===== config.mk =====
export PLATFORM = sky130hd
export DESIGN_NAME = rdst_scan
export DESIGN_NICKNAME = d
export VERILOG_FILES = /design/src/rtl/rdst_pkg.sv /design/src/rtl/rdst_scan.sv
export SDC_FILE = /design/constraint.sdc
export NUM_CORES = 1
export LEC_CHECK = 0
export BUFFER_PORTS_ARGS = -buffer_cell sky130_fd_sc_hd__buf_2
export CAP_MARGIN = 25
export CORE_ASPECT_RATIO = 1.75
export CORE_MARGIN = 3
export CORE_UTILIZATION = 35
export DETAILED_ROUTE_END_ITERATION = 6
export PLACE_DENSITY = 0.78
export SLEW_MARGIN = 20
export SYNTH_ARGS = -nofsm -noshare
export SYNTH_HDL_FRONTEND = slang
export SYNTH_SLANG_ARGS = --single-unit

===== constraint.sdc =====
create_clock -name i_clk -period 4.7 [get_ports i_clk]
set_input_delay 0.94 -clock i_clk [delete_from_list [all_inputs] [get_ports i_clk]]
set_output_delay 0.94 -clock i_clk [all_outputs]
set_load 0.005 [all_outputs]

===== src/rtl/rdst_pkg.sv =====
// Shared constants, types and address helpers for the dedup slot table.
// No dependencies; used by rdst_scan and the top level.
`default_nettype none

package rdst_pkg;

    localparam int TABLES     = 3;
    localparam int SPRITES    = 1024;
    localparam int SLOTS      = 255;
    localparam int KEY_WIDTH  = 64;

    localparam int FUNC_W     = 1;
    localparam int KIND_W     = 2;
    localparam int SPR_W      = 10;
    localparam int KEY_IN_W   = 64;
    localparam int SLOT_OUT_W = 8;

    localparam int SLOT_W     = $clog2(SLOTS + 1);
    localparam int CNT_W      = $clog2(SPRITES + 1);
    localparam int EA_W       = $clog2(TABLES * SLOTS);
    localparam int SA_W       = $clog2(TABLES * SPRITES);

    localparam logic [FUNC_W-1:0] FUNC_SET = 1'b0;
    localparam logic [FUNC_W-1:0] FUNC_REL = 1'b1;

    typedef logic [KEY_WIDTH-1:0] t_key;
    typedef logic [SLOT_W-1:0]    t_slot;
    typedef logic [CNT_W-1:0]     t_cnt;
    typedef logic [KIND_W-1:0]    t_kind;
    typedef logic [SPR_W-1:0]     t_spr;
    typedef logic [EA_W-1:0]      t_eaddr;
    typedef logic [SA_W-1:0]      t_saddr;

    typedef struct packed {
        logic  key_eq;
        logic  m_found;
        t_slot m_idx;
        t_cnt  m_cnt;
        logic  f_found;
        t_slot f_idx;
    } t_scan;

    function automatic t_eaddr ent_addr(input t_kind t, input t_slot idx);
        return EA_W'(32'(t) * SLOTS + 32'(idx));
    endfunction

    function automatic t_saddr spr_addr(input t_kind t, input t_spr spr);
        return SA_W'(32'(t) * SPRITES + 32'(spr));
    endfunction

endpackage

`default_nettype wire


===== src/rtl/rdst_scan.sv =====
// Shared key compare and first-match / first-free tracker for the slot scan.
// Depends on rdst_pkg.
`default_nettype none

module rdst_scan (
    input  wire logic           i_clk,
    input  wire logic           i_clear,
    input  wire logic           i_issue,
    input  wire rdst_pkg::t_slot i_idx,
    input  wire rdst_pkg::t_key  i_key,
    input  wire rdst_pkg::t_key  i_key_rd,
    input  wire rdst_pkg::t_cnt  i_cnt_rd,
    output rdst_pkg::t_scan      o_info
);
    import rdst_pkg::*;

    logic  r_pend;
    t_slot r_pidx;
    logic  r_mfound;
    t_slot r_midx;
    t_cnt  r_mcnt;
    logic  r_ffound;
    t_slot r_fidx;
    logic  key_eq;
    logic  live;

    assign key_eq = (i_key_rd == i_key);
    assign live   = (i_cnt_rd != '0);

    always_ff @(posedge i_clk) begin
        r_pidx <= i_idx;
        if (i_clear) begin
            r_pend   <= 1'b0;
            r_mfound <= 1'b0;
            r_ffound <= 1'b0;
        end else begin
            r_pend <= i_issue;
            if (r_pend && live && key_eq && !r_mfound) begin
                r_mfound <= 1'b1;
                r_midx   <= r_pidx;
                r_mcnt   <= i_cnt_rd;
            end
            if (r_pend && !live && !r_ffound) begin
                r_ffound <= 1'b1;
                r_fidx   <= r_pidx;
            end
        end
    end

    always_comb begin
        o_info.key_eq  = key_eq;
        o_info.m_found = r_mfound;
        o_info.m_idx   = r_midx;
        o_info.m_cnt   = r_mcnt;
        o_info.f_found = r_ffound;
        o_info.f_idx   = r_fidx;
    end

endmodule

`default_nettype wire


==> results.ini <==
[clock_network]
htreeDepth = 2
cts-root-buf = clkbuf_8
clkSlewWorstSetupHoldPaths_ns = 0.07
cts.hold.buffers_added = 0
cts_inserted_buffers = 5
clk_path_buf_depth = 2
clk_latency_ns = 0.27
numClockSinks = 38
post-cts-setup-buffers = 0
cts_tree = done
cts_resized = 0

[floorplanning]
fp.dieW_um = 60.6
die_h_um = 102
pin_count = 180
dieArea_um2 = 6150
fp.coreArea_um2 = 5020
start_util_pct = 36.4
fp-row-count = 34

[finish]
layout_commonest_cell = buf_2
layout.nets = 474
area_growth_pct = 60.1
fin_util_pct = 58.2
finalNonFillerCells = 380
final_cell_mix = buf_2, xnor2_1, edfxtp_1
drive_above_1_share_pct = 58.5
n_fill_cell = 447

[global_route]
grt_max_degree = 20
first_global_vias = 1899
overflow = 0
grt_antenna_before_repair = 1
grt_pass1_wl_um = 7570
track_usage_pct = 16.6

[placement]
port_buffers = 179
placed_cells = 371
dp_hpwl_um = 4770
gp_congestion = 0.782

[sta]
post-route-min-period_ns = 3.08
setup_tns_ns = 0
timing.final.crit_share_pct = 65.5
slew_violations = 0
fin_skew_ns = 0.00483
worstMarginPinSlew_ns = 0.626
rsz0062_at_grt = no
fmax_mhz = 325
relSlewSlack_pct = 57.9
finalSetupViolCount = 0
hold_viol = 0

[power]
pwr-share-comb_pct = 16.1
sw_frac_of_total_pct = 18.4
p_clk_share_pct = 38.6
seqPwrFrac_pct = 45.4
switching_power_w = 0.000148
irDropWorstVdd_uv = 141
power.density_nw_per_um2 = 274
p_leak_nw = 1.28
intPower_w = 0.000654

[job]
cap_violations = 0

[worst_setup_path]
startpoint_type = input pin
endpoint_kind = output port
worst-endpoint-arrival_ns = 2.14
cp.required_ns = 3.76
worstPathMaxFanout = 3
critPathKind = in -> out

[min_path]
hold_class = reg -> reg

[yosys]
synth.yosys.warnings = 0
yosysUniqueCellTypes = 15
ys_seq_area_share_pct = 56.5
netlist_instances = 139
syn-cell-area_um2 = 1830
syn_avg_cell_area_um2 = 13.1
syn-num-nets = 289
synth_seq_cells = 38

[detailed_routing]
drt-pass1-iter-count = 4
wl_per_cell_um = 13.6
drc_errors = 0
wirelength_um = 5180
postRouteAntennaNets = 0
vias = 1756
drt-initial-drc-count = 64
vias_per_cell = 4.62

[run_status]
status = complete, no violations

synthesized netlist by cell type:
library cell | number | area (µm²)
a21oi_1 | 1 | 5.00
buf_4 | 3 | 22.5
dfxtp_1 | 11 | 220
edfxtp_1 | 27 | 811
inv_1 | 2 | 7.51
nand2_1 | 1 | 3.75
nand2b_1 | 1 | 6.26
nand4_1 | 17 | 106
nor2_1 | 1 | 3.75
nor2b_1 | 1 | 6.26
nor3b_1 | 1 | 7.51
nor4_1 | 7 | 43.8
nor4_2 | 1 | 12.5
o32ai_1 | 1 | 8.76
xnor2_1 | 64 | 561
through the flow:
step	hold slack (ns)	setup slack, ns	area, µm²	power (W)
floorplan	0.404	0.700	1830	0.000424
global placement	0.405	1.56	2790	0.000498
detailed placement	0.415	1.58	2790	0.000501
CTS	0.434	1.58	2920	0.000808
global route	0.443	1.39	2920	0.000832
finish	0.433	1.62	2920	0.000802
layout make-up:
cell class              instances  area, µm²  share of cell area [%]
well taps                      54       67.6                    2.31
multi-input cells              96        771                    26.4
flip-flops and latches         38       1030                    35.3
inverters                       2       7.51                   0.257
diodes                          1       2.50                  0.0856
clock buffers                   5       68.8                    2.35
clock inverters                 3       63.8                    2.18
repair buffers                181        911                    31.2
cells by family after synthesis:
family                 count (synthesis)  synth area share, %
XOR/XNOR                              64                 30.7
flip-flops                            38                 56.5
AND/OR/NAND/NOR                       30                 10.4
buffers and inverters                  5                 1.65
AO/OA/AOI/OAI                          2                0.754
worst max-delay path, cell delays in order:
cell,delay [ns]
buf_2,0.10
xnor2_1,0.16
nand4_1,0.11
nor4_1,0.38
nand4_1,0.23
inv_1,0.10
buf_2,0.11
worst paths after layout:
kind / slack (ns) / start / to / depth (start not counted)
worst min-delay path: 0.43 / r_pidx[2] / r_midx[2] / 0
worst max register to register: 3.47 / r_mfound / r_mcnt[6] / 2
worst min register to register: 0.43 / r_pidx[2] / r_midx[2] / 0
worst max-delay path: 1.62 / i_key[28] / o_info[29] / 7
sequential cells by signal, indices dropped and copies added (netlist names):
| signal | flops |
|---|---|
| r_mfound | 1 |
| r_pend | 1 |
| r_ffound | 1 |
| r_midx | 8 |
| r_pidx | 8 |
| r_mcnt | 11 |
| r_fidx | 8 |
per-layer routing:
layer | vias up | share of wire (%) | track usage (%)
met1 | 761 | 29 | 13.5
met2 | 113 | 59 | 33.8
li1 | 868 | - | -
met5 | - | 0 | 0
met4 | 0 | 3.6 | 9.18
met3 | 14 | 8.8 | 2.81
power by group through the flow:
stage               Clock [W]  Sequential, W  Combinational, W
global placement            0       0.000371          0.000127
CTS                  0.000313       0.000364          0.000131
floorplan                   0       0.000371         0.0000536
detailed placement          0       0.000371          0.000130
global route         0.000326       0.000364          0.000142
finish               0.000309       0.000364          0.000129
No activity file was read; power rests on OpenSTA's default activity.
