File: src/rtl/rdst_ram.sv
// Generic single-port-write, single-port-read RAM with registered read data.
// No dependencies.
`default_nettype none

module rdst_ram #(
    parameter int WIDTH = 8,
    parameter int DEPTH = 16
) (
    input  wire logic                     i_clk,
    input  wire logic                     i_we,
    input  wire logic [$clog2(DEPTH)-1:0] i_waddr,
    input  wire logic [WIDTH-1:0]         i_wdata,
    input  wire logic [$clog2(DEPTH)-1:0] i_raddr,
    output logic      [WIDTH-1:0]         o_rdata
);

    logic [WIDTH-1:0] r_mem [DEPTH];

    always_ff @(posedge i_clk) begin
        if (i_we) begin
            r_mem[i_waddr] <= i_wdata;
        end
        o_rdata <= r_mem[i_raddr];
    end

endmodule

`default_nettype wire

File: config.mk
export PLATFORM = sky130hd
export DESIGN_NAME = rdst_ram
export DESIGN_NICKNAME = d
export VERILOG_FILES = /design/src/rtl/rdst_ram.sv
export SDC_FILE = /design/constraint.sdc
export NUM_CORES = 1
export LEC_CHECK = 0
export BUFFER_PORTS_ARGS = -buffer_cell sky130_fd_sc_hd__buf_4
export CAP_MARGIN = 20
export CELL_PAD_IN_SITES_DETAIL_PLACEMENT = 0
export CELL_PAD_IN_SITES_GLOBAL_PLACEMENT = 2
export CORE_MARGIN = 5
export CORE_UTILIZATION = 48
export DETAILED_ROUTE_END_ITERATION = 10
export PLACE_DENSITY_LB_ADDON = 0.1
export SLEW_MARGIN = 20
export SYNTH_ARGS = -nofsm -noshare
export SYNTH_HDL_FRONTEND = slang
export SYNTH_SLANG_ARGS = --single-unit
File: constraint.sdc
create_clock -name i_clk -period 2.4 [get_ports i_clk]
set_clock_uncertainty 0.1 [all_clocks]
set_input_delay 0.48 -clock i_clk [delete_from_list [all_inputs] [get_ports i_clk]]
set_output_delay 0.48 -clock i_clk [all_outputs]
set_load 0.01 [all_outputs]
==> results of run 1 <==
==> cells by family (layout without fill, tap and decap cells) <==
kind of cell | Yosys count | count (layout)
compound gates | 16 | 16
buf+inv | 10 | 80
flops | 136 | 136
mux | 32 | 32
simple gates | 35 | 35
==> worst register-to-register path, stage by stage, from the launching register on <==
cell and delay (ns):
edfxtp_1 0.35, mux4_1 0.53, a22oi_1 0.29, nand2_1 0.08
==> stage by stage <==
step | hold WS, ns | power, mW | cells | util (%) | setup slack, ns
after floorplan | 0.479 | 2.86 | 229 | - | 0.327
after global placement | 0.551 | 2.98 | 403 | 53.9 | 0.271
after detailed placement | 0.565 | 2.99 | 403 | 53.9 | 0.229
after CTS | 0.165 | 5.64 | 435 | 59.9 | 0.760
after global routing | 0.166 | 5.78 | 435 | 59.9 | 0.665
final | 0.180 | 5.60 | 435 | 59.9 | 0.755
==> path summary, 6_finish.rpt <==
| path | endpoint | slack, ns | cells past startpoint |
|---|---|---|---|
| max | o_rdata[5] | 0.75 | 5 |
| min | r_mem[15][5] | 0.18 | 1 |
| max reg2reg | o_rdata[1] | 0.94 | 3 |
| min reg2reg | o_rdata[6] | 0.57 | 3 |
==> cell usage in the layout, fill, tap and decap left out, drive strengths merged, types with 8 or more instances in the layout <==
| cell | instances |
|---|---|
| dfxtp | 8 |
| nand2 | 9 |
| nor2 | 13 |
| clkbuf | 21 |
| edfxtp | 128 |
| mux4 | 32 |
| buf | 48 |
| a22oi | 16 |
==> cell type report <==
cell class / instances / area share [%]
clock buffers: 21 / 7.23
repair buffers: 48 / 5.80
multi-input cells: 83 / 17.0
well taps: 136 / 2.74
flip-flops and latches: 136 / 64.5
clock inverters: 11 / 2.76
==> power breakdown <==
group	switching [mW]	internal, mW
Combinational	0.141	0.123
Clock	0.921	1.75
Sequential	0.0129	2.66
==> synth_stat cells <==
| library cell | number |
|---|---|
| mux4_1 | 14 |
| nand3b_1 | 2 |
| buf_6 | 3 |
| mux4_2 | 18 |
| nor2b_1 | 1 |
| nor3_1 | 4 |
| nand3_1 | 1 |
| edfxtp_1 | 128 |
| and2b_1 | 1 |
| nor2_1 | 13 |
| dfxtp_1 | 8 |
| nand2_1 | 9 |
| or3b_2 | 1 |
| buf_2 | 3 |
| a22oi_1 | 16 |
| buf_4 | 1 |
| and2_1 | 1 |
| clkdlybuf4s25_2 | 3 |
| nand2b_1 | 2 |
==> per-layer routing <==
metal	wire length (um)	vias up	share of wire (%)	GRT usage, %
met5	0	-	0	0
met1	4240	1204	45	21.4
met3	413	8	4.4	4.35
met2	4720	64	50	25.2
li1	-	1089	-	-
met4	91	0	0.96	4.81
==> state kept, by name, summed over array words and instances (netlist names) <==
name and flops:
r_mem 128, o_rdata 8
==> results.cfg, run 1 <==
[clocking]
holdBufCountCts = 0
clockRootBuffer = clkbuf_8
htree_levels = 4
clk_pin_slew_ns = 0.06
cts_tree = done
post_cts_resize_count = 0
clock_path_buffers = 2
clock_latency_ns = 0.50
numCtsBuffers = 17
cts_setup_buffers = 0
cts_sinks = 136

[synth]
synth_top_family_by_area = multiplexers
yosys-top-cells-area = edfxtp_1 75%, mux4_2 7.9%, mux4_1 7.1%
synth_compound_area_share_pct = 2.33
syn_inst = 229
synth_xor_area_share_pct = 0
synthAdderAreaFrac_pct = 0
ys.warnings.count = 0
synthMuxAreaShare_pct = 15.0
synth_top_area_cell = edfxtp_1
synth_area_per_cell_um2 = 22.5
synthDominantCellAreaShare_pct = 74.7
yosysSeqAreaShare_pct = 77.8
synthDistinctLibCells = 19
synthSimpleGateAreaFrac_pct = 3.18
synth_nets = 247
synth.cell_area_um2 = 5150
synth-seq-cells = 136

[power]
ir_worst_vdd_uv = 454
total_leakage_power_nw = 2.13
powerDensity_nw_per_um2 = 901

[worst_setup_path]
worstSetupPathType = primary input to flip-flop
end_kind = flip-flop
crit_family = multiplexers
cpPeakStageDelay_ns = 0.60
worstSetupStartpointType = primary input
path_max_fanout = 14
critPathSlowestCell = mux4_1
crit_required_ns = 2.68
worst_ep_arrival_time_ns = 1.93
r2r_start = r_mem[5][1]
critPathBufInv = 2
crit_chain = buf_4, buf_4, mux4_1, a22oi_1, nand2_1
worst_path_most_repeated_cell = buf_4
startpoint = i_raddr[0]

[global_route]
grt_pass1_wl_mm = 14.5
grt_max_degree = 33
track_usage_pct = 15.8
first_global_vias = 2519
grt_overflow = 0
antenna_found_initial = 0

[detailed_routing]
drt_iter0_drc = 167
wirelength_mm = 9.46
vias_per_cell = 5.44
wl_per_cell_um = 21.7
ant_nets = 0
drcViolationCount = 0
vias = 2365
drtPass1Iterations = 5

[placement]
portBuffers = 25
gp_congestion = 0.734
hpwl_mm = 6.07
place_area_um2 = 5590

[die]
start_util_pct = 49.6
rows = 37
coreArea_um2 = 10400
pin_count = 26
die_x_um = 114
die-area_um2 = 12900
die_h_um = 114

[final_layout]
n_antenna_cell = 0
fin_nets = 304
stdcell_area_um2 = 6210
fillers = 764
drive_above_1_share_pct = 32.4
syn_to_final_growth_pct = 20.7
seqCellArea_um2 = 4000
multi_input_area_um2 = 1060

[status]
status = finished clean

[job]
cap_violations = 0

[sta]
period_needed_ns = 1.65
maxSlewHeadroom_pct = 70.8
slew_violations = 0
setup_violations = 0
timing.final.hold_violations = 0
fmax_mhz = 608
period_share_pct = 68.6
rsz0062_at_grt = false
tns_ns = 0
worstMarginPinSlew_ns = 0.439

[hold_path]
hold_start = i_wdata[5]
hold_path.class = primary input to flip-flop
No activity file was read; power rests on OpenSTA's default activity.
==> inputs of run 2 (changes only) <==
- ABC_AREA: default -> 1
- CORE_UTILIZATION: 48 -> 36
- clock period: 2.4 -> 1.4 ns (I/O delays scaled with it)
==> run 2 against run 1 <==
Net effect:
- setup slack lost 0.66 ns
- sequential power grew 72%
- power grew 77%
- count of clock-buffer cells in the layout grew 2
- sequential share of layout area shrank 7.5 points
- first-iteration DRC count grew 52%
- flip-flop and latch count is the same
- global-route usage grew 0.96 points
- non-clock buffer count grew 12
- routed wire length grew 54%
- critical path type is now flip-flop to primary output
- critical endpoint is now o_rdata[1]
==> results.cfg, run 2 <==
[status]
status = finished clean

[clocking]
cts_tree = done
clock_path_buffers = 2
htree_levels = 4
holdBufCountCts = 0
post_cts_resize_count = 0
clock_latency_ns = 0.41
cts_sinks = 136
clockRootBuffer = clkbuf_16
numCtsBuffers = 17
clk_pin_slew_ns = 0.06
cts_setup_buffers = 0

[detailed_routing]
drcViolationCount = 0
met2_length_mm = 6.94
vias = 3824
ant_nets = 0
wl_met1_mm = 6.99
routed.top_layer = met4
vias_per_cell = 4.58
drt_iter0_drc = 254
wl_per_cell_um = 17.4
wirelength_mm = 14.5
drtPass1Iterations = 4
route.met3.wl_um = 394

[global_route]
antenna_found_initial = 0
track_usage_pct = 16.8
grt_pass1_wl_mm = 22.3
grt_max_degree = 39
grt_overflow = 0
first_global_vias = 3748

[worst_setup_path]
crit_chain = buf_4
cp_num_cells = 1
crit_required_ns = 1.02
critPathBufInv = 1
rr_worst_depth = 6
worstSetupStartpointType = flip-flop
end_kind = primary output
worst_ep_arrival_time_ns = 0.93
crit_family = flip-flops
path_max_fanout = 1
cpPeakStageDelay_ns = 0.37
worstSetupPathType = flip-flop to primary output
critPathSlowestCell = dfxtp_1

[die]
die_x_um = 137
pin_count = 26
start_util_pct = 36.4
die_h_um = 137
coreArea_um2 = 15800
die-area_um2 = 18700
rows = 46

[sta]
tns_ns = 0
rsz0062_at_grt = false
worstMarginPinSlew_ns = 0.361
fmax_mhz = 765
timing.final.hold_violations = 0
fin_ws_ns = 0.0923
maxSlewHeadroom_pct = 75.9
slew_violations = 0
period_needed_ns = 1.31
fin_hold_ws_ns = 0.105
period_share_pct = 93.4
setup_violations = 0

[synth]
yosysSeqAreaShare_pct = 69.4
ys.flop_type = edfxtp_1
synth_top_cells_by_count = 173 x nand2_1, 128 x edfxtp_1, 100 x inv_1
synth_top_area_cell = edfxtp_1
synthDistinctLibCells = 12
synth_area_per_cell_um2 = 10.5
synth_top_family_by_area = simple AND/OR/NAND/NOR gates
syn_inst = 551
synth_edf_count = 128
synthAdderAreaFrac_pct = 0
synth_xor_area_share_pct = 0
ys.warnings.count = 0
synthDominantCellAreaShare_pct = 66.7
synthSimpleGateAreaFrac_pct = 21.0
yosys-top-cells-area = edfxtp_1 67%, nand2_1 11%, nand3_1 8.4%
yosysMostFrequentCell = nand2_1
synth.cell_area_um2 = 5770
synth_nets = 569
synth-seq-cells = 136
synthMuxAreaShare_pct = 0
async_flop_share_pct = 0
synth_compound_area_share_pct = 0

[final_layout]
largest_reg_flops = 128
multi_input_area_um2 = 1210
layoutNonFillerInstCount = 835
max_flop_register = r_mem
seqCellArea_um2 = 4000
reg_top3 = r_mem x128, o_rdata x8
fillers = 1562
final_common_cell = nand2_1
n_antenna_cell = 0
layout_common_cells = 173 x nand2_1, 128 x edfxtp_1, 100 x inv_1
post-route-util_pct = 44.4
syn_to_final_growth_pct = 21.9
drive_above_1_share_pct = 14.4
fin_nets = 624
stdcell_area_um2 = 7030

[placement]
pre_cts_ws_ns = -0.183
portBuffers = 25
hpwl_mm = 9.08
gp_congestion = 0.787
place_inst = 803
place_area_um2 = 6410

[hold_path]
hold_path.class = primary input to flip-flop
holdPathStages = 1

[power]
powerDensity_nw_per_um2 = 1410
ir_worst_vdd_uv = 814
total_leakage_power_nw = 3.05
total_power_mw = 9.91

[job]
cap_violations = 0
## run 2: cell count changes in the layout (fill, tap and decap cells not counted), sizes merged, moves of 4 or more
cell / previous run / this run
a22oi: 16 / 0
buf: 48 / 60
inv: 1 / 102
mux4: 32 / 0
nand2: 9 / 173
nand3: 1 / 97
nor2: 13 / 17
nor3: 4 / 0
## run 2: worst paths after layout
path,endpoint,slack [ns],start
worst max-delay path,o_rdata[1],0.09,o_rdata[1]
worst min-delay path,r_mem[3][4],0.10,i_wdata[4]
worst max register to register,o_rdata[1],0.27,r_mem[7][1]
worst min register to register,o_rdata[4],0.56,r_mem[14][4]
## run 2: layout make-up
| type | instances | share of cell area [%] |
|---|---|---|
| Clock buffer | 23 | 6.80 |
| Clock inverter | 9 | 2.06 |
| Inverter | 102 | 5.44 |
| Multi-Input combinational cell | 289 | 17.3 |
| Sequential cell | 136 | 56.9 |
| Tap cell | 216 | 3.84 |
| Timing Repair Buffer | 60 | 7.65 |
## run 2: power breakdown
group,switching (mW),internal [mW],leakage [nW]
clock network,1.58,3.10,0.302
registers,0.0282,4.55,1.22
logic,0.417,0.233,1.53
total,2.02,7.89,3.05
## run 2: routing by layer
layer  vias up  track usage [%]
met5         -                0
li1       1885                -
met1      1864             23.3
met3        19             2.90
met4         0             5.88
met2        56             26.6
## run 2: cells by family (layout without fill, tap and decap cells)
group,count (synthesis),count (layout)
and+or+nand+nor,289,289
buffers and inverters,126,194
DFF,136,136
==> inputs of run 3 (changes only) <==
- GPL_TIMING_DRIVEN: default -> 0
==> run 3 against run 2 <==
Net effect:
- the flow now finishes with violations (negative setup slack)
- clock power down 1%
- via count down 4.1%
- non-clock buffer count down 14
- sequential share of layout area up 1.7 points
- utilization down 1.3 points
- die area unchanged
==> results.cfg, run 3 (synthesis results as in run 2) <==
[sta]
period_needed_ns = 1.56
maxSlewHeadroom_pct = 25.9
fmax_mhz = 640
fin_ws_ns = -0.162
worstMarginPinSlew_ns = 1.11
slew_violations = 0
rsz0062_at_grt = true
period_share_pct = 112
setup_violations = 32
timing.final.hold_violations = 0

[placement]
portBuffers = 22
gp_congestion = 0.775
hpwl_mm = 10.2
pre_cts_ws_ns = -0.606
place_area_um2 = 6200
place_inst = 789

[clocking]
htree_levels = 4
clock_latency_ns = 0.42
numCtsBuffers = 17
cts_sinks = 136
holdBufCountCts = 0
cts_setup_buffers = 0
clock_path_buffers = 2
cts_tree = done
clockRootBuffer = clkbuf_16
clk_pin_slew_ns = 0.06

[detailed_routing]
vias_per_cell = 4.47
ant_nets = 0
drt_iter0_drc = 335
wirelength_mm = 15.7
wl_per_cell_um = 19.1
drcViolationCount = 0
vias = 3666
drtPass1Iterations = 4

[worst_setup_path]
worst_ep_arrival_time_ns = 1.49
crit_chain = buf_4, nand3b_1, nor2_1
cpPeakStageDelay_ns = 0.87
path_max_fanout = 8
worstSetupPathType = primary input to flip-flop
critPathSlowestCell = nor2_1
worstSetupStartpointType = primary input
critPathBufInv = 1
crit_required_ns = 1.33
crit_family = simple AND/OR/NAND/NOR gates
end_kind = flip-flop

[die]
die-area_um2 = 18700
coreArea_um2 = 15800
start_util_pct = 36.4
pin_count = 26
rows = 46
die_x_um = 137
die_h_um = 137

[final_layout]
drive_above_1_share_pct = 13.7
fin_nets = 610
largest_reg_flops = 128
n_antenna_cell = 0
layoutNonFillerInstCount = 821
syn_to_final_growth_pct = 18.4
seqCellArea_um2 = 4000
max_flop_register = r_mem
multi_input_area_um2 = 1230
final_common_cell = nand2_1
fillers = 1515
stdcell_area_um2 = 6830
layout_common_cells = 173 x nand2_1, 128 x edfxtp_1, 100 x inv_1
reg_top3 = r_mem x128, o_rdata x8

[hold_path]
hold_path.class = primary input to flip-flop

[power]
total_leakage_power_nw = 2.92
ir_worst_vdd_uv = 732
powerDensity_nw_per_um2 = 1440

[status]
status = complete, but fails checks
violations = negative setup slack

[global_route]
grt_overflow = 0
first_global_vias = 3602
grt_pass1_wl_mm = 23.3
grt_max_degree = 17
antenna_found_initial = 0
track_usage_pct = 18.1

[job]
cap_violations = 0
run 3: cell types whose count changed in the layout (fill, tap and decap cells not counted), moves of 2 or more:
cell	change
nor2_2	+7
buf_6	+6
clkinv_2	+2
clkbuf_1	-2
buf_4	-27
clkbuf_8	-3
nor2_1	-7
buf_12	-7
buf_2	+13
run 3: layout make-up:
| class | instances | share of cell area [%] |
|---|---|---|
| Sequential cell | 136 | 58.6 |
| Buffer | 24 | 2.44 |
| Multi-Input combinational cell | 289 | 18.0 |
| Clock buffer | 18 | 6.28 |
| Inverter | 102 | 5.61 |
| Clock inverter | 14 | 2.64 |
| Tap cell | 216 | 3.96 |
| Timing Repair Buffer | 22 | 2.42 |
run 3: metrics by stage:
stage	power (mW)	util, %	setup TNS, ns	hold WS [ns]
final	9.84	43.1	-3.65	0.127
after global routing	10.2	43.1	-6.28	0.112
after CTS	9.93	43.1	-4.36	0.119
after detailed placement	5.32	39.2	-56.39	0.559
after global placement	5.31	39.2	-53.78	0.550
after floorplan	4.99	-	0	0.279
run 3: timing repair:
| action | CTS | global route |
|---|---|---|
| setup endpoints to repair | 63 | 56 |
| resized for setup | 4 | 3 |
| endpoints found under the hold margin | 0 | 0 |
| gates cloned | 0 | 0 |
run 3: where the power goes:
group / switching (mW) / total (mW) / internal [mW]
logic: 0.448 / 0.649 / 0.201
clock network: 1.66 / 4.61 / 2.96
registers: 0.0224 / 4.57 / 4.55
total: 2.13 / 9.84 / 7.71
run 3: path summary, 6_finish.rpt:
path	cells past startpoint	end	slack, ns	start
max	3	r_mem[4][4]	-0.16	i_waddr[3]
min reg2reg	6	o_rdata[2]	0.59	r_mem[6][2]
max reg2reg	6	o_rdata[1]	0.27	r_mem[8][1]
min	1	r_mem[6][2]	0.13	i_wdata[2]
run 3: layer usage:
layer,global-route usage [%],wire length [um],vias to the layer above
met5,0,0,-
met4,5.54,207,0
met1,26.4,7750,1726
met2,27.2,7150,69
met3,3.49,590,14
li1,-,-,1857
